File: src/rtl/packed_list_entry_decoder_macros.svh
// ----------------------------------------------------------------------------
// Packed-list decoder assertion macros
// Concurrent assertion shorthands shared by the decoder RTL.
// ----------------------------------------------------------------------------
`ifndef PACKED_LIST_ENTRY_DECODER_MACROS_SVH
`define PACKED_LIST_ENTRY_DECODER_MACROS_SVH

// same-cycle implication, disabled in reset
`define PLDE_ASSERT_IMP(name, clk, rstn, ante, cons) \
  name: assert property (@(posedge clk) disable iff (!rstn) (ante) |-> (cons)) \
    else $error("plde assertion failed");

// next-cycle implication, disabled in reset
`define PLDE_ASSERT_NXT(name, clk, rstn, ante, cons) \
  name: assert property (@(posedge clk) disable iff (!rstn) (ante) |=> (cons)) \
    else $error("plde assertion failed");

`endif

File: src/rtl/plde_pkg.sv
// ----------------------------------------------------------------------------
// Packed-list decoder package
// Request/result types, event codes and parser phases.
// ----------------------------------------------------------------------------
package plde_pkg;

  localparam logic [7:0] END_MARK_DEF = 8'hFF;
  localparam logic [7:0] BLEN_LONG    = 8'd254;
  localparam logic [7:0] ENC_STR32    = 8'hE0;
  localparam logic [7:0] ENC_INT64    = 8'hF0;

  localparam logic [2:0] HDR_LAST  = 3'd5;
  localparam logic [2:0] LE32_LAST = 3'd3;
  localparam logic [2:0] LE64_LAST = 3'd7;

  localparam logic [2:0] EV_HEADER    = 3'd0;
  localparam logic [2:0] EV_INTEGER   = 3'd1;
  localparam logic [2:0] EV_STR_START = 3'd2;
  localparam logic [2:0] EV_STR_BYTE  = 3'd3;
  localparam logic [2:0] EV_END       = 3'd4;
  localparam logic [2:0] EV_BAD_ENC   = 3'd5;

  typedef enum logic [7:0] {
    PH_IDLE   = 8'b0000_0001,
    PH_HDR    = 8'b0000_0010,
    PH_ESTART = 8'b0000_0100,
    PH_BLEN   = 8'b0000_1000,
    PH_ENC    = 8'b0001_0000,
    PH_SLEN   = 8'b0010_0000,
    PH_INT    = 8'b0100_0000,
    PH_STR    = 8'b1000_0000
  } phase_e;

  typedef struct packed {
    logic [7:0] data_in;
    logic       start_req;
  } plde_req_t;

  typedef struct packed {
    logic [2:0]         event_res;
    logic signed [63:0] int_value;
    logic [31:0]        str_len;
    logic [7:0]         data_out;
    logic               last_byte;
    logic [31:0]        prev_size;
    logic [15:0]        entry_number;
    logic [31:0]        list_bytes;
    logic [15:0]        list_count;
  } plde_res_t;

  typedef struct packed {
    logic step;
    logic res_valid;
  } plde_ctl_t;

endpackage

File: src/rtl/plde_parser.sv
// ----------------------------------------------------------------------------
// Packed-list parser core
// Holds the parse state and decodes one buffer byte per step into at most
// one result.
// ----------------------------------------------------------------------------
module plde_parser #(
  parameter logic [7:0] END_MARK = plde_pkg::END_MARK_DEF
) (
  input  logic                clk_i,
  input  logic                rst_ni,
  input  logic                step_i,
  input  plde_pkg::plde_req_t req_i,
  output plde_pkg::plde_ctl_t ctl_o,
  output plde_pkg::plde_res_t res_o
);
  import plde_pkg::*;

  phase_e          phase_q, phase_d, ph;
  logic [2:0]      cnt_q, cnt_d, cnt;
  logic [15:0]     ent_q, ent_d, ent;
  logic [7:0][7:0] asm_q, asm_d, asm_w;
  logic [31:0]     blen_q, blen_d;
  logic [31:0]     rem_q, rem_d;
  logic [31:0]     hdr_bytes_q, hdr_bytes_d;
  logic [15:0]     hdr_count_q, hdr_count_d;
  logic            str_go;
  logic [31:0]     str_len;
  logic            done;
  logic            res_valid;
  plde_res_t       res;
  logic [7:0]      b;

  always_comb begin
    b           = req_i.data_in;
    ph          = req_i.start_req ? PH_HDR : phase_q;
    cnt         = req_i.start_req ? 3'd0 : cnt_q;
    ent         = req_i.start_req ? 16'd0 : ent_q;
    asm_w       = asm_q;
    asm_w[cnt]  = b;
    phase_d     = ph;
    cnt_d       = cnt;
    ent_d       = ent;
    asm_d       = asm_q;
    blen_d      = blen_q;
    rem_d       = rem_q;
    hdr_bytes_d = hdr_bytes_q;
    hdr_count_d = hdr_count_q;
    str_go      = 1'b0;
    str_len     = '0;
    done        = 1'b0;
    res_valid   = 1'b0;
    res              = '0;
    res.prev_size    = blen_q;
    res.entry_number = ent;
    res.list_bytes   = hdr_bytes_q;
    res.list_count   = hdr_count_q;

    case (ph)
      PH_HDR: begin
        asm_d = asm_w;
        cnt_d = cnt + 3'd1;
        if (cnt == HDR_LAST) begin
          hdr_bytes_d      = asm_w[3:0];
          hdr_count_d      = asm_w[5:4];
          res.event_res    = EV_HEADER;
          res.prev_size    = '0;
          res.entry_number = '0;
          res.list_bytes   = asm_w[3:0];
          res.list_count   = asm_w[5:4];
          res_valid        = 1'b1;
          phase_d          = PH_ESTART;
        end
      end
      PH_ESTART: begin
        if (b == END_MARK) begin
          res.event_res = EV_END;
          res.prev_size = '0;
          res_valid     = 1'b1;
          phase_d       = PH_IDLE;
        end else if (b == BLEN_LONG) begin
          cnt_d   = '0;
          phase_d = PH_BLEN;
        end else begin
          blen_d  = {24'd0, b};
          phase_d = PH_ENC;
        end
      end
      PH_BLEN: begin
        asm_d = asm_w;
        cnt_d = cnt + 3'd1;
        if (cnt == LE32_LAST) begin
          blen_d  = asm_w[3:0];
          phase_d = PH_ENC;
        end
      end
      PH_ENC: begin
        cnt_d = '0;
        if (!b[7]) begin
          res.event_res = EV_INTEGER;
          res.int_value = {56'd0, b};
          res_valid     = 1'b1;
          done          = 1'b1;
        end else if (!b[6]) begin
          str_go  = 1'b1;
          str_len = {26'd0, b[5:0]};
        end else if (b == ENC_STR32) begin
          phase_d = PH_SLEN;
        end else if (b == ENC_INT64) begin
          phase_d = PH_INT;
        end else begin
          res.event_res = EV_BAD_ENC;
          res_valid     = 1'b1;
          phase_d       = PH_IDLE;
        end
      end
      PH_SLEN: begin
        asm_d = asm_w;
        cnt_d = cnt + 3'd1;
        if (cnt == LE32_LAST) begin
          str_go  = 1'b1;
          str_len = asm_w[3:0];
        end
      end
      PH_INT: begin
        asm_d = asm_w;
        cnt_d = cnt + 3'd1;
        if (cnt == LE64_LAST) begin
          res.event_res = EV_INTEGER;
          res.int_value = asm_w;
          res_valid     = 1'b1;
          done          = 1'b1;
        end
      end
      PH_STR: begin
        rem_d         = rem_q - 32'd1;
        res.event_res = EV_STR_BYTE;
        res.data_out  = b;
        res.last_byte = (rem_q == 32'd1);
        res_valid     = 1'b1;
        done          = (rem_q == 32'd1);
      end
      default: begin
      end
    endcase

    if (str_go) begin
      res.event_res = EV_STR_START;
      res.str_len   = str_len;
      res_valid     = 1'b1;
      rem_d         = str_len;
      if (str_len == '0) begin
        done = 1'b1;
      end else begin
        phase_d = PH_STR;
      end
    end

    if (done) begin
      ent_d   = ent + 16'd1;
      phase_d = PH_ESTART;
    end
  end

  always_ff @(posedge clk_i or negedge rst_ni) begin
    if (!rst_ni) begin
      phase_q     <= PH_IDLE;
      cnt_q       <= '0;
      ent_q       <= '0;
      hdr_bytes_q <= '0;
      hdr_count_q <= '0;
    end else if (step_i) begin
      phase_q     <= phase_d;
      cnt_q       <= cnt_d;
      ent_q       <= ent_d;
      hdr_bytes_q <= hdr_bytes_d;
      hdr_count_q <= hdr_count_d;
    end
  end

  always_ff @(posedge clk_i) begin
    if (step_i) begin
      asm_q  <= asm_d;
      blen_q <= blen_d;
      rem_q  <= rem_d;
    end
  end

  assign ctl_o.step      = step_i;
  assign ctl_o.res_valid = res_valid;
  assign res_o           = res;

`include "packed_list_entry_decoder_macros.svh"

  `PLDE_ASSERT_IMP(a_phase_onehot, clk_i, rst_ni, 1'b1, $onehot(phase_q))
  `PLDE_ASSERT_NXT(a_str_last_ends, clk_i, rst_ni,
                   step_i && !req_i.start_req && phase_q == PH_STR && rem_q == 32'd1,
                   phase_q == PH_ESTART)
  `PLDE_ASSERT_NXT(a_start_hdr, clk_i, rst_ni, step_i && req_i.start_req,
                   phase_q == PH_HDR && cnt_q == 3'd1 && ent_q == 16'd0)

endmodule

File: src/rtl/packed_list_entry_decoder.sv
// ----------------------------------------------------------------------------
// Packed-list entry decoder
// Byte-serial parser for packed-list buffers: header, integer and string
// entries, end marker and bad encodings, one event per completed item.
// ----------------------------------------------------------------------------
//  channel  | direction | handshake                | payload
//  ---------+-----------+--------------------------+----------------------
//  request  | in        | in_valid_i / in_stall_o  | in_req_i  (plde_req_t)
//  result   | out       | out_valid_o / out_stall_i| out_res_o (plde_res_t)
//
//  One request per cycle sustained while results are not stalled; a result
//  passes the request register, then the result register, before it is valid.
//  The byte decode lies between the two registers.
//  Reset clears the parser to waiting for a header; bytes before a start
//  request yield nothing.
//  A stalled result holds the result register; the request register then
//  fills and in_stall_o rises.
// ----------------------------------------------------------------------------
module packed_list_entry_decoder #(
  parameter logic [7:0] END_MARK = plde_pkg::END_MARK_DEF
) (
  input  logic                clk_i,
  input  logic                rst_ni,
  input  logic                in_valid_i,
  output logic                in_stall_o,
  input  plde_pkg::plde_req_t in_req_i,
  output logic                out_valid_o,
  input  logic                out_stall_i,
  output plde_pkg::plde_res_t out_res_o
);
  import plde_pkg::*;

  logic      in_full_q, in_full_d;
  plde_req_t in_req_q;
  logic      out_full_q, out_full_d;
  plde_res_t out_res_q;
  logic      out_free;
  logic      advance;
  logic      in_take;
  plde_ctl_t ctl;
  plde_res_t res;

  assign out_free   = !out_full_q || !out_stall_i;
  assign advance    = in_full_q && out_free;
  assign in_stall_o = in_full_q && !out_free;
  assign in_take    = in_valid_i && !in_stall_o;

  plde_parser #(
    .END_MARK(END_MARK)
  ) u_parser (
    .clk_i (clk_i),
    .rst_ni(rst_ni),
    .step_i(advance),
    .req_i (in_req_q),
    .ctl_o (ctl),
    .res_o (res)
  );

  always_comb begin
    in_full_d = in_full_q;
    if (in_take) begin
      in_full_d = 1'b1;
    end else if (advance) begin
      in_full_d = 1'b0;
    end
    out_full_d = out_full_q;
    if (out_free) begin
      out_full_d = ctl.step && ctl.res_valid;
    end
  end

  always_ff @(posedge clk_i or negedge rst_ni) begin
    if (!rst_ni) begin
      in_full_q  <= 1'b0;
      out_full_q <= 1'b0;
    end else begin
      in_full_q  <= in_full_d;
      out_full_q <= out_full_d;
    end
  end

  always_ff @(posedge clk_i) begin
    if (in_take) begin
      in_req_q <= in_req_i;
    end
    if (advance && ctl.res_valid) begin
      out_res_q <= res;
    end
  end

  assign out_valid_o = out_full_q;
  assign out_res_o   = out_res_q;

`include "packed_list_entry_decoder_macros.svh"

  `PLDE_ASSERT_IMP(a_stall_needs_full, clk_i, rst_ni, in_stall_o, in_full_q && out_full_q)
  `PLDE_ASSERT_NXT(a_result_kept, clk_i, rst_ni, advance && ctl.res_valid, out_valid_o)
  `PLDE_ASSERT_NXT(a_no_phantom, clk_i, rst_ni,
                   !out_full_q && !(advance && ctl.res_valid), !out_valid_o)

endmodule

File: config.mk
export PLATFORM = sky130hd
export DESIGN_NAME = packed_list_entry_decoder
export DESIGN_NICKNAME = d
export VERILOG_FILES = /design/src/rtl/plde_pkg.sv /design/src/rtl/plde_parser.sv /design/src/rtl/packed_list_entry_decoder.sv
export VERILOG_INCLUDE_DIRS = /design/src /design/src/rtl
export SDC_FILE = /design/constraint.sdc
export NUM_CORES = 1
export LEC_CHECK = 0
export BUFFER_PORTS_ARGS = -buffer_cell sky130_fd_sc_hd__clkbuf_2
export CAP_MARGIN = 10
export CORE_MARGIN = 8
export CORE_UTILIZATION = 30
export CTS_CLUSTER_SIZE = 14
export DETAILED_ROUTE_END_ITERATION = 12
export GPL_TIMING_DRIVEN = 1
export PLACE_DENSITY = 0.45
export SYNTH_ARGS = -nofsm -noshare
export SYNTH_HDL_FRONTEND = slang
export SYNTH_HIERARCHICAL = 1
export SYNTH_SLANG_ARGS = --single-unit
File: constraint.sdc
create_clock -name clk_i -period 9.2 [get_ports clk_i]
set_input_delay 0 -clock clk_i [delete_from_list [all_inputs] [get_ports clk_i]]
set_output_delay 0 -clock clk_i [all_outputs]
set_load 0.02 [all_outputs]
# Yosys cells after proc, flatten, opt, wreduce, memory -nomap -nowiden
# Index checks and enable logic that the tools add are counted.
# word_totals
regBits	418
input_bits	13
output_inout_bits	206
elab_cells	134
# classes
addsub	3
n_lt_le_gt_ge	2
n_eq_ne	18
muxes	64
n_reduce_logical	19
# op_table
operator	count
32-bit two-way mux	8
32-bit case mux with 2 select lines	3
64-bit case mux with 2 select lines	1
96-bit two-way mux	1
8-bit two-way mux	9
65-bit two-way mux	1
64-bit bitwise mux	1
64-bit two-way mux	1
8-bit equality test, second input constant	5
32-bit by 1-bit equality test with 1-bit output, second input constant	1
32-bit zero test	1
16-bit two-way mux	2
8-bit case mux with 4 select lines	1
32-bit by 1-bit subtractor with 32-bit output, second input constant	1
8-bit demux with 3-bit select	1
3-bit two-way mux	8
7-bit two-way mux	3
16-bit by 1-bit adder with 16-bit output, second input constant	1
1-bit two-way mux	16
3-bit case mux with 4 select lines	1
5-bit two-way mux	2
3-bit case mux with 3 select lines	1
8-bit by 2-bit equality test with 1-bit output, second input constant	1
8-bit by 3-bit equality test with 1-bit output, second input constant	1
23 further kinds	35

# Logic depth before layout (Yosys ltp)
# Gate-level depths: netlist of the first run.
# depth
ltp_word	12
depth_mapped	16
ltp_nobuf	11

# Hierarchy
# The synthesis of the first run kept the hierarchy.
# modules_own_cells
mod	n_inst	cells_each	area_per_inst_um2	seq_area_each_um2
plde_parser	1	1156	11128.2	5721.7
packed_list_entry_decoder	1	224	6496.2	6446.2

# Least setup slack after synthesis of the first run
# No wires, ideal clock.
# synth_path
kind	reg-to-reg
start	reg in_req_q[0] (netlist bit)
end	reg out_res_q (netlist bit out_res_o[0]), enable pin
setup_ns	0.591
t_arrival_ns	7.084
required_time_ns	8.609
setup_slack_ns	1.525
stages_incl_launch_ff	15
n_path_buf	6
synth_period_minus_slack_ns	7.675
path_cell_list	edfxtp_1 buf_6 clkbuf_1 clkbuf_1 clkbuf_1 nor2b_1 ha_1 ha_1 nand2_1 nor3_1 o21a_1 clkbuf_1 or3b_2 buf_4 and3_1
# synth_between
elab_chain_cells	6
elab_cells_between_ends	18
classes_between	eq/ne: 9; mux: 8; reduce/logical: 1
# synth_rtl
element	line_no	source
start, declared	packed_list_entry_decoder.sv:34	plde_req_t in_req_q;
start signal, assigned	packed_list_entry_decoder.sv:84	in_req_q <= in_req_i;
3-bit two-way mux	plde_parser.sv:36	cnt = req_i.start_req ? 3'd0 : cnt_q;
3-bit equality test, or another cell as far along	plde_parser.sv:127	if (cnt == LE64_LAST) begin
1-bit two-way mux (on tied branches)	plde_parser.sv:127, plde_parser.sv:62, plde_parser.sv:119	
1-bit case mux with 5 select lines / 1-bit case mux with 2 select lines (equally long branches)	plde_parser.sv:58	case (ph)
1-bit two-way mux *	plde_parser.sv:146	if (str_go) begin
net u_parser.res_valid	plde_parser.sv:29	logic res_valid;
1-bit logical AND *	packed_list_entry_decoder.sv:86	if (advance && ctl.res_valid) begin
end signal, assigned	packed_list_entry_decoder.sv:87	out_res_q <= res;
end, declared	packed_list_entry_decoder.sv:36	plde_res_t out_res_q;
# Mark *: on every way through the listed nets, which the timed path passes. The rest lies on a longest branch.
# A chain may end at the register's enable or synchronous reset.

==> flow_summary.json, run 1 <==
{
  "status": "finished, final reports clean",
  "hold_path_class": "in2reg",
  "ir_drop_v": 0.0001492,
  "final_area_um2": 21320,
  "grt_pass1_vias": 11740,
  "syn_inst": 1380,
  "root_buffer": "clkbuf_16",
  "p_per_area_nw_per_um2": 228.8,
  "drive_gt1_share_pct": 23.32,
  "hold_violations": 0,
  "clockBufferDepth": 3,
  "worstPathMaxFanout": 68,
  "leakage_nw": 7.907,
  "clk_latency_ns": 0.57,
  "r2r_cells": 10,
  "setup_tns_ns": 0,
  "cp-end-kind": "flop",
  "place_congestion": 0.8025,
  "avgSynthCellArea_um2": 12.77,
  "syn_to_final_growth_pct": 20.95,
  "period_needed_ns": 4.920,
  "setup_slack_ns": 4.280,
  "grt_pass1_wl_mm": 75.87,
  "layout_common_cells": "341 x edfxtp_1, 217 x clkbuf_2, 168 x nor2_1, 112 x nand2_1",
  "synth_top_cell_area_share_pct": 58.10,
  "ctsHtreeMaxLevel": 2,
  "worst_setup_path_start_kind": "flop",
  "synth_nets": 1399,
  "portBuffers": 218,
  "tritoncts": "done",
  "finClkSkew_ns": 0.01054,
  "relSlewSlack_pct": 16.72,
  "wl_per_cell_um": 20.63,
  "crit_arrival_ns": 5.12,
  "cap_violations": 0,
  "drtIter0Drc": 793,
  "finalNonFillerCells": 2428,
  "setup_viol_count_final": 0,
  "ys_seq_area_share_pct": 69.04,
  "pre_cts_ws_ns": 4.239,
  "fp-row-count": 89,
  "drv_slew": 0,
  "diodes": 0,
  "synth_cell_types": 78,
  "drc_errors": 0,
  "layout_commonest_cell": "edfxtp_1",
  "ant_nets": 0,
  "async_reset_ff_share_pct": 18.42,
  "initial_core_util_pct": 30.09,
  "synth_warnings": 6,
  "die_h_um": 258.4,
  "synth_edf_count": 341,
  "grt_overflow": 0,
  "grt_max_degree": 97,
  "dr.pass1.iters": 7,
  "fin_crit_sh_pct": 53.48,
  "grtUsageTotal_pct": 14.69,
  "dp_hpwl_mm": 32.83,
  "die_width_um": 258.4,
  "netlist_area_um2": 17620,
  "timing.fmax_mhz": 203.3,
  "via_count": 11560,
  "finalPower_w": 0.004878,
  "clk_pin_slew_worst_paths_ns": 0.06,
  "crit_type": "reg2reg",
  "vias_per_cell": 4.759,
  "synth_top_area_cell": "edfxtp_1",
  "cts_sinks": 418,
  "dp_cells": 2331,
  "io_pins": 219,
  "die_area_um2": 66760,
  "core_area_um2": 58570,
  "rsz0062_at_grt": "false",
  "cts_buffers": 46,
  "worst_pin_slew_ns": 1.214,
  "postCtsSetupBuffers": 0,
  "synthTopCellsByArea": "edfxtp_1 58%, dfrtp_1 11%, nor2_1 3.6%, and2_1 2.8%, nand2_1 2.4%",
  "hold_depth": 2,
  "ys.flop_type": "edfxtp_1",
  "antenna_found_initial": 0,
  "critPathRequiredTime_ns": 9.40,
  "place_area_um2": 19720,
  "wl_mm": 50.10,
  "num-nets-final": 1639,
  "ys_ff_latch": 418
}
## power breakdown
| group | switching (W) | internal (W) | leakage [nW] |
|---|---|---|---|
| Clock | 0.000749 | 0.00104 | 0.717 |
| Sequential | 0.000108 | 0.00228 | 4.06 |
| Combinational | 0.000460 | 0.000238 | 3.13 |
## cells in the mapped netlist (3+ instances only)
| cell | count |
|---|---|
| edfxtp_1 | 341 |
| nor2_1 | 169 |
| nand2_1 | 113 |
| and2_1 | 80 |
| o21ai_0 | 79 |
| dfrtp_1 | 76 |
| clkbuf_1 | 65 |
| inv_1 | 62 |
| a21oi_1 | 60 |
| mux2i_1 | 42 |
| o22ai_1 | 24 |
| mux2_2 | 22 |
| nor3_1 | 21 |
| xnor2_1 | 20 |
| nand3_1 | 15 |
| nor4_1 | 14 |
| nor2b_1 | 13 |
| or3_1 | 10 |
| or4_1 | 10 |
| buf_2 | 8 |
| xor2_1 | 8 |
| a22o_1 | 6 |
| and3_1 | 6 |
| ha_1 | 6 |
| nand4_1 | 6 |
| nor4b_1 | 6 |
| o211ai_1 | 5 |
| or2_2 | 5 |
| a211o_1 | 4 |
| mux2i_2 | 4 |
| nand4b_1 | 4 |
| nor3b_1 | 4 |
| o21bai_1 | 4 |
| o31ai_1 | 4 |
| a211oi_1 | 3 |
| a22oi_1 | 3 |
| a31oi_1 | 3 |
| buf_1 | 3 |
## worst paths after layout
check                                              start                        to  slack, ns
max in group asynchronous                         rst_ni  u_parser/hdr_bytes_q[24]       7.80
worst min register to register  u_parser/hdr_count_q[12]  u_parser/hdr_count_q[12]       0.47
worst min-delay path                         in_req_i[1]               in_req_q[1]       0.16
min in group asynchronous                         rst_ni  u_parser/hdr_bytes_q[27]       0.18
worst max register to register               in_req_q[0]            out_res_o[133]       4.28
worst max-delay path                         in_req_q[0]            out_res_o[133]       4.28
## per-stage QoR
step	util [%]	hold slack, ns
global route	36.39	0.1416
CTS	36.39	0.1280
floorplan	-	-0.2956
global placement	33.66	-0.08405
finish	36.39	0.1614
detailed placement	33.66	-0.08143
## critical path, stage by stage, from the launching register on
cell and delay [ns]:
edfxtp_1 0.35, buf_4 0.26, inv_1 0.41, nand2_1 0.23, nor3b_2 0.80, nor2b_4 0.30
a21oi_2 0.04, buf_4 0.22, or3b_2 0.24, and3_4 0.80, buf_4 0.76
## cell type report
| type | count | area [um^2] |
|---|---|---|
| clock buffers | 63 | 1296 |
| clock inverters | 20 | 165.2 |
| fillers | 5818 | 37260 |
| inverters | 65 | 244.0 |
| multi-input cells | 817 | 4942 |
| flip-flops and latches | 418 | 12170 |
| well taps | 773 | 967.2 |
| repair buffers | 272 | 1534 |
## routing by layer
metal | wire (um) | track usage, % | vias to the layer above | share of wire (%)
met5 | 0 | 0 | - | 0
met3 | 2196 | 2.665 | 68 | 4.4
li1 | - | - | 5468 | -
met4 | 952 | 3.593 | 0 | 1.9
met1 | 23950 | 20.95 | 5734 | 48
met2 | 23010 | 23.01 | 285 | 46
## cell families (layout without fill, tap and decap cells)
family | count (synthesis) | after routing | synth area share [%]
flops | 418 | 418 | 69.04
mux | 69 | 69 | 4.231
buf+inv | 145 | 420 | 3.273
compound gates | 218 | 218 | 7.547
xor+xnor | 28 | 28 | 1.391
simple gates | 496 | 496 | 14.09
fa+ha+maj | 6 | 6 | 0.4259
## flip-flops by register name, indices dropped and copies added, names as in the netlist
| register | cells |
|---|---|
| out_res_o | 204 |
| u_parser/asm_q | 64 |
| u_parser/blen_q | 32 |
| u_parser/hdr_bytes_q | 32 |
| u_parser/rem_q | 32 |
| u_parser/ent_q | 16 |
| u_parser/hdr_count_q | 16 |
| in_req_q | 9 |
| u_parser/phase_q | 8 |
| u_parser/cnt_q | 3 |
| in_full_q | 1 |
| out_valid_o | 1 |
## repair_timing
action,CTS,global route
resized for setup,0,0
hold buffers,14,0
endpoints found under the hold margin,87,0
Power figures use the tool's default switching activity.
==> run 2, diff against run 1 <==
--- a/config.mk
+++ b/config.mk
@@ -13,7 +13,7 @@
 export CTS_CLUSTER_SIZE = 14
 export DETAILED_ROUTE_END_ITERATION = 12
 export GPL_TIMING_DRIVEN = 1
-export PLACE_DENSITY = 0.45
+export PLACE_DENSITY = 0.46
 export SYNTH_ARGS = -nofsm -noshare
 export SYNTH_HDL_FRONTEND = slang
 export SYNTH_HIERARCHICAL = 1
==> constraint.sdc (replaced) <==
create_clock -name clk_i -period 4 [get_ports clk_i]
set_input_delay 0 -clock clk_i [delete_from_list [all_inputs] [get_ports clk_i]]
set_output_delay 0 -clock clk_i [all_outputs]
set_load 0.02 [all_outputs]
==> flow_summary.json, run 2 (synthesis results as in run 1) <==
{
  "leakage_nw": 8.081,
  "final_area_um2": 21650,
  "largest_register_ffs": 204,
  "setup_slack_ns": 0.3875,
  "wl_per_cell_um": 20.86,
  "drv_slew": 0,
  "core_area_um2": 58570,
  "status": "finished, final reports clean",
  "via_count": 11680,
  "rsz0062_at_grt": "false",
  "ant_nets": 0,
  "ir_drop_v": 0.0002646,
  "finClkSkew_ns": 0.01703,
  "vias_per_cell": 4.749,
  "num-nets-final": 1670,
  "worst_setup_path_start_kind": "flop",
  "relSlewSlack_pct": 29.81,
  "worstPathMaxFanout": 25,
  "crit_type": "reg2reg",
  "die_area_um2": 66760,
  "initial_core_util_pct": 30.09,
  "tritoncts": "done",
  "cp-end-kind": "flop",
  "portBuffers": 218,
  "grt_pass1_vias": 11730,
  "critPathRequiredTime_ns": 4.46,
  "grt_pass1_wl_mm": 76.60,
  "r2r_slack_ns": 0.39,
  "worst_pin_slew_ns": 1.024,
  "grtUsageTotal_pct": 14.93,
  "drive_gt1_share_pct": 25.13,
  "startpoint": "in_req_q[0]",
  "clockBufferDepth": 3,
  "p_per_area_nw_per_um2": 525.7,
  "cap_violations": 0,
  "die_h_um": 258.4,
  "layout_common_cells": "341 x edfxtp_1, 217 x clkbuf_2, 167 x nor2_1, 111 x nand2_1",
  "grt_max_degree": 97,
  "layout_commonest_cell": "edfxtp_1",
  "ctsHtreeMaxLevel": 2,
  "dp_hpwl_mm": 34.14,
  "place_area_um2": 20060,
  "fillers": 5851,
  "wl_mm": 51.32,
  "place_congestion": 0.8049,
  "pre_cts_ws_ns": 0.4194,
  "syn_to_final_growth_pct": 22.84,
  "grt_overflow": 0,
  "crit_arrival_ns": 4.07,
  "cts_sinks": 418,
  "multi_input_area_um2": 4989,
  "timing.rr.start": "in_req_q[0]",
  "setup_viol_count_final": 0,
  "hold_path_class": "in2async",
  "finalPower_w": 0.01138,
  "timing.fmax_mhz": 276.8,
  "hold_violations": 0,
  "fin_crit_sh_pct": 90.31,
  "die_width_um": 258.4,
  "fp-row-count": 89,
  "drc_errors": 0,
  "cts_buffers": 44,
  "clk_pin_slew_worst_paths_ns": 0.06,
  "io_pins": 219,
  "period_needed_ns": 3.612,
  "clk_latency_ns": 0.58,
  "register_area_um2": 12170,
  "dr.pass1.iters": 4,
  "diodes": 0,
  "root_buffer": "clkbuf_16",
  "drtIter0Drc": 685,
  "antenna_found_initial": 0
}
-- run 2: cell types whose count changed in the layout (fill, tap and decap cells not counted), moves of 2 or more --
cell / change
buf_4: +30
clkbuf_8: -6
buf_12: +4
bufinv_16: +4
clkbuf_1: +4
ha_1: -3
clkbuf_16: -2
clkinv_1: -2
ha_2: +2
nor3_1: -2
nor3_2: +2
-- run 2: worst max-delay path, stage by stage (launching register included) --
cell and delay [ns]:
edfxtp_1 0.40, buf_4 0.31, inv_1 0.12, nand2_1 0.17, ha_2 0.24, or4bb_1 0.43, or3_2 0.49, a41oi_1 0.22
nor3_2 0.12, a41oi_4 0.41, buf_4 0.25, nor4_1 0.06, a211o_1 0.26
-- run 2: path summary, 6_finish.rpt --
path	end	cells past startpoint
min in group clk_i	in_req_q[3]	2
hold reg to reg	u_parser/hdr_count_q[8]	2
max in group asynchronous	u_parser/phase_q[0]	3
hold / removal	u_parser/hdr_bytes_q[9]	2
setup reg to reg	u_parser/ent_q[2]	12
setup / recovery	u_parser/ent_q[2]	12
-- run 2: repair_timing --
action | 4_1_cts | 5_1_grt
gates resized for setup | 0 | 0
hold buffers | 13 | 0
buffers inserted | 0 | 0
hold endpoints to repair | 60 | 0
-- run 2: where the power goes --
group / leakage [nW] / internal, W / switching [W]
Combinational: 3.32 / 0.000619 / 0.00110
Clock: 0.702 / 0.00247 / 0.00173
Sequential: 4.06 / 0.00524 / 0.000223
-- run 2: area by class of cell --
| cell class | instances | area share (%) |
|---|---|---|
| Sequential cell | 418 | 56.20 |
| Timing Repair Buffer | 305 | 8.449 |
| Clock buffer | 59 | 5.444 |
| Clock inverter | 23 | 1.266 |
| Tap cell | 773 | 4.467 |
| Inverter | 65 | 1.127 |
| Multi-Input combinational cell | 817 | 23.04 |
-- run 2: through the flow --
step,utilization (%),instances,hold WS (ns),setup TNS [ns]
after floorplan,-,1380,-0.2956,-10.80
after global placement,34.25,2364,0.09526,0
after detailed placement,34.25,2364,0.1031,0
after CTS,36.95,2459,0.1408,0
after global routing,36.96,2460,0.1664,0
final,36.96,2460,0.1397,0
-- run 2: per-layer routing --
metal	wire length (um)	up-vias	GRT usage, %	part of all wire, %
li1	-	5513	-	-
met1	24480	5807	21.18	48
met2	23270	297	23.26	45
met3	2604	66	3.083	5.1
met4	963	0	3.593	1.9
met5	0	-	0	0
==> run 3, diff against run 2 <==
--- a/config.mk
+++ b/config.mk
@@ -6,8 +6,7 @@
 export SDC_FILE = /design/constraint.sdc
 export NUM_CORES = 1
 export LEC_CHECK = 0
-export BUFFER_PORTS_ARGS = -buffer_cell sky130_fd_sc_hd__clkbuf_2
-export CAP_MARGIN = 10
+export BUFFER_PORTS_ARGS = -buffer_cell sky130_fd_sc_hd__buf_2
 export CORE_MARGIN = 8
 export CORE_UTILIZATION = 30
 export CTS_CLUSTER_SIZE = 14
==> flow_summary.json, run 3 (synthesis results as in run 1) <==
{
  "status": "finished, final reports clean",
  "cts_buffers": 47,
  "vias_per_cell": 4.779,
  "largest_register_ffs": 204,
  "syn_to_final_growth_pct": 22.76,
  "dr.pass1.iters": 5,
  "initial_core_util_pct": 30.09,
  "num-nets-final": 1666,
  "clk_pin_slew_worst_paths_ns": 0.06,
  "hold_violations": 0,
  "whs_ns": 0.09602,
  "tritoncts": "done",
  "die_area_um2": 66760,
  "r2r-end": "u_parser/ent_q[8]",
  "cap_violations": 0,
  "rsz0062_at_grt": "false",
  "wl_per_cell_um": 21.09,
  "critPathRequiredTime_ns": 4.44,
  "finClkSkew_ns": 0.02790,
  "power_frac_comb_pct": 15.2,
  "hold_path_class": "in2async",
  "hold_buffers": 13,
  "portBuffers": 218,
  "finalPower_w": 0.01137,
  "pwr-share-clk_pct": 36.7,
  "fp-row-count": 89,
  "io_pins": 219,
  "grt_max_degree": 97,
  "grt_overflow": 0,
  "place_congestion": 0.7976,
  "root_buffer": "clkbuf_16",
  "leakage_nw": 7.933,
  "grt_pass1_vias": 11780,
  "diodes": 0,
  "dp_hpwl_mm": 34.13,
  "fin_crit_sh_pct": 90.14,
  "antenna_found_initial": 0,
  "layout_common_cells": "341 x edfxtp_1, 217 x buf_2, 167 x nor2_1, 111 x nand2_1",
  "cts_resized": 0,
  "r2r_cells": 11,
  "crit_arrival_ns": 4.05,
  "wl_mm": 51.79,
  "drc_errors": 0,
  "core_area_um2": 58570,
  "grt_pass1_wl_mm": 77.56,
  "crit_type": "reg2reg",
  "drv_slew": 0,
  "r2r_slack_ns": 0.39,
  "die_width_um": 258.4,
  "gr-usage-met3_pct": 3.034,
  "worst_pin_slew_ns": 1.089,
  "grt_use_met2_pct": 23.75,
  "grt_busiest_layer": "met2",
  "clockBufferDepth": 3,
  "via_count": 11740,
  "ir_drop_v": 0.0003078,
  "worst_setup_path_start_kind": "flop",
  "p_seq_share_pct": 48.2,
  "met1_usage_pct": 21.48,
  "period_needed_ns": 3.605,
  "ctsHtreeMaxLevel": 2,
  "p_per_area_nw_per_um2": 525.3,
  "worstPathMaxFanout": 13,
  "relSlewSlack_pct": 25.30,
  "timing.rr.start": "in_req_q[0]",
  "timing.fmax_mhz": 277.4,
  "drtIter0Drc": 777,
  "die_h_um": 258.4,
  "cts_sinks": 418,
  "p_sw_share_pct": 27.22,
  "clk_latency_ns": 0.58,
  "layout_commonest_cell": "edfxtp_1",
  "postCtsSetupBuffers": 0,
  "grtUsageTotal_pct": 15.16,
  "ant_nets": 0,
  "drive_gt1_share_pct": 25.19,
  "intPower_w": 0.008271,
  "cp-end-kind": "flop",
  "setup_viol_count_final": 0,
  "p_sw_w": 0.003094
}
-- run 3: cell count changes in the layout (fill, tap and decap cells not counted), moves of 2 or more --
cell and delta:
clkbuf_8 +7, clkinv_1 -2, clkbuf_16 +3, clkbuf_1 -2
clkbuf_2 -217, buf_4 -8, clkinv_4 +2, buf_2 +217
bufinv_16 -5
-- run 3: worst max path at each step --
stage / slack [ns] / cells after the start / to / start
2_1_floorplan: -0.05 / 13 / out_res_o[0] / in_req_q[0]
3_3_place_gp: 0.54 / 11 / u_parser/ent_q[6] / in_req_q[0]
3_5_place_dp: 0.46 / 11 / u_parser/ent_q[8] / in_req_q[0]
4_1_cts: 0.43 / 11 / u_parser/ent_q[8] / in_req_q[0]
5_1_grt: 0.21 / 11 / u_parser/ent_q[8] / in_req_q[0]
6_report: 0.39 / 11 / u_parser/ent_q[8] / in_req_q[0]
-- run 3: routing by layer --
layer / part of all wire (%) / wire length (um) / vias to the layer above
met4: 2.0 / 1033 / 0
met2: 46 / 23570 / 333
met3: 5.5 / 2836 / 67
met1: 47 / 24350 / 5830
met5: 0 / 0 / -
li1: - / - / 5507
-- run 3: worst max-delay path, cell delays in order, from the launching register on --
cell	delay, ns
edfxtp_1	0.50
nor2b_1	0.24
ha_2	0.25
ha_2	0.21
or4bb_1	0.42
or3_2	0.49
a41oi_1	0.27
nor3_2	0.13
a41oi_4	0.44
buf_4	0.23
nor4b_1	0.06
a211o_1	0.23
-- run 3: power by group through the flow --
stage	logic, W	clock network, W	registers [W]
floorplan	0.000980	0	0.00554
finish	0.00172	0.00417	0.00548
global placement	0.00171	0	0.00555
global route	0.00192	0.00443	0.00553
CTS	0.00175	0.00430	0.00548
detailed placement	0.00173	0	0.00556
-- run 3: final cells by class --
cell class	count	area [um^2]
Fill cell	5766	36940
Sequential cell	418	12170
Multi-Input combinational cell	817	4989
Timing Repair Buffer	298	1789
Clock buffer	67	1343
Tap cell	773	967.2
Inverter	65	244.0
Clock inverter	18	136.4
-- run 3: stage by stage --
| stage | TNS (ns) | std cells | worst slack [ns] | utilization, % | area (um^2) |
|---|---|---|---|---|---|
| 4_1_cts | 0 | 2456 | 0.4315 | 36.94 | 21640 |
| 6_report | 0 | 2456 | 0.3946 | 36.94 | 21640 |
| 3_3_place_gp | 0 | 2358 | 0.5435 | 34.19 | 20030 |
| 5_1_grt | 0 | 2456 | 0.2097 | 36.94 | 21640 |
| 3_5_place_dp | 0 | 2358 | 0.4630 | 34.19 | 20030 |
| 2_1_floorplan | -10.80 | 1380 | -0.05296 | - | 17720 |
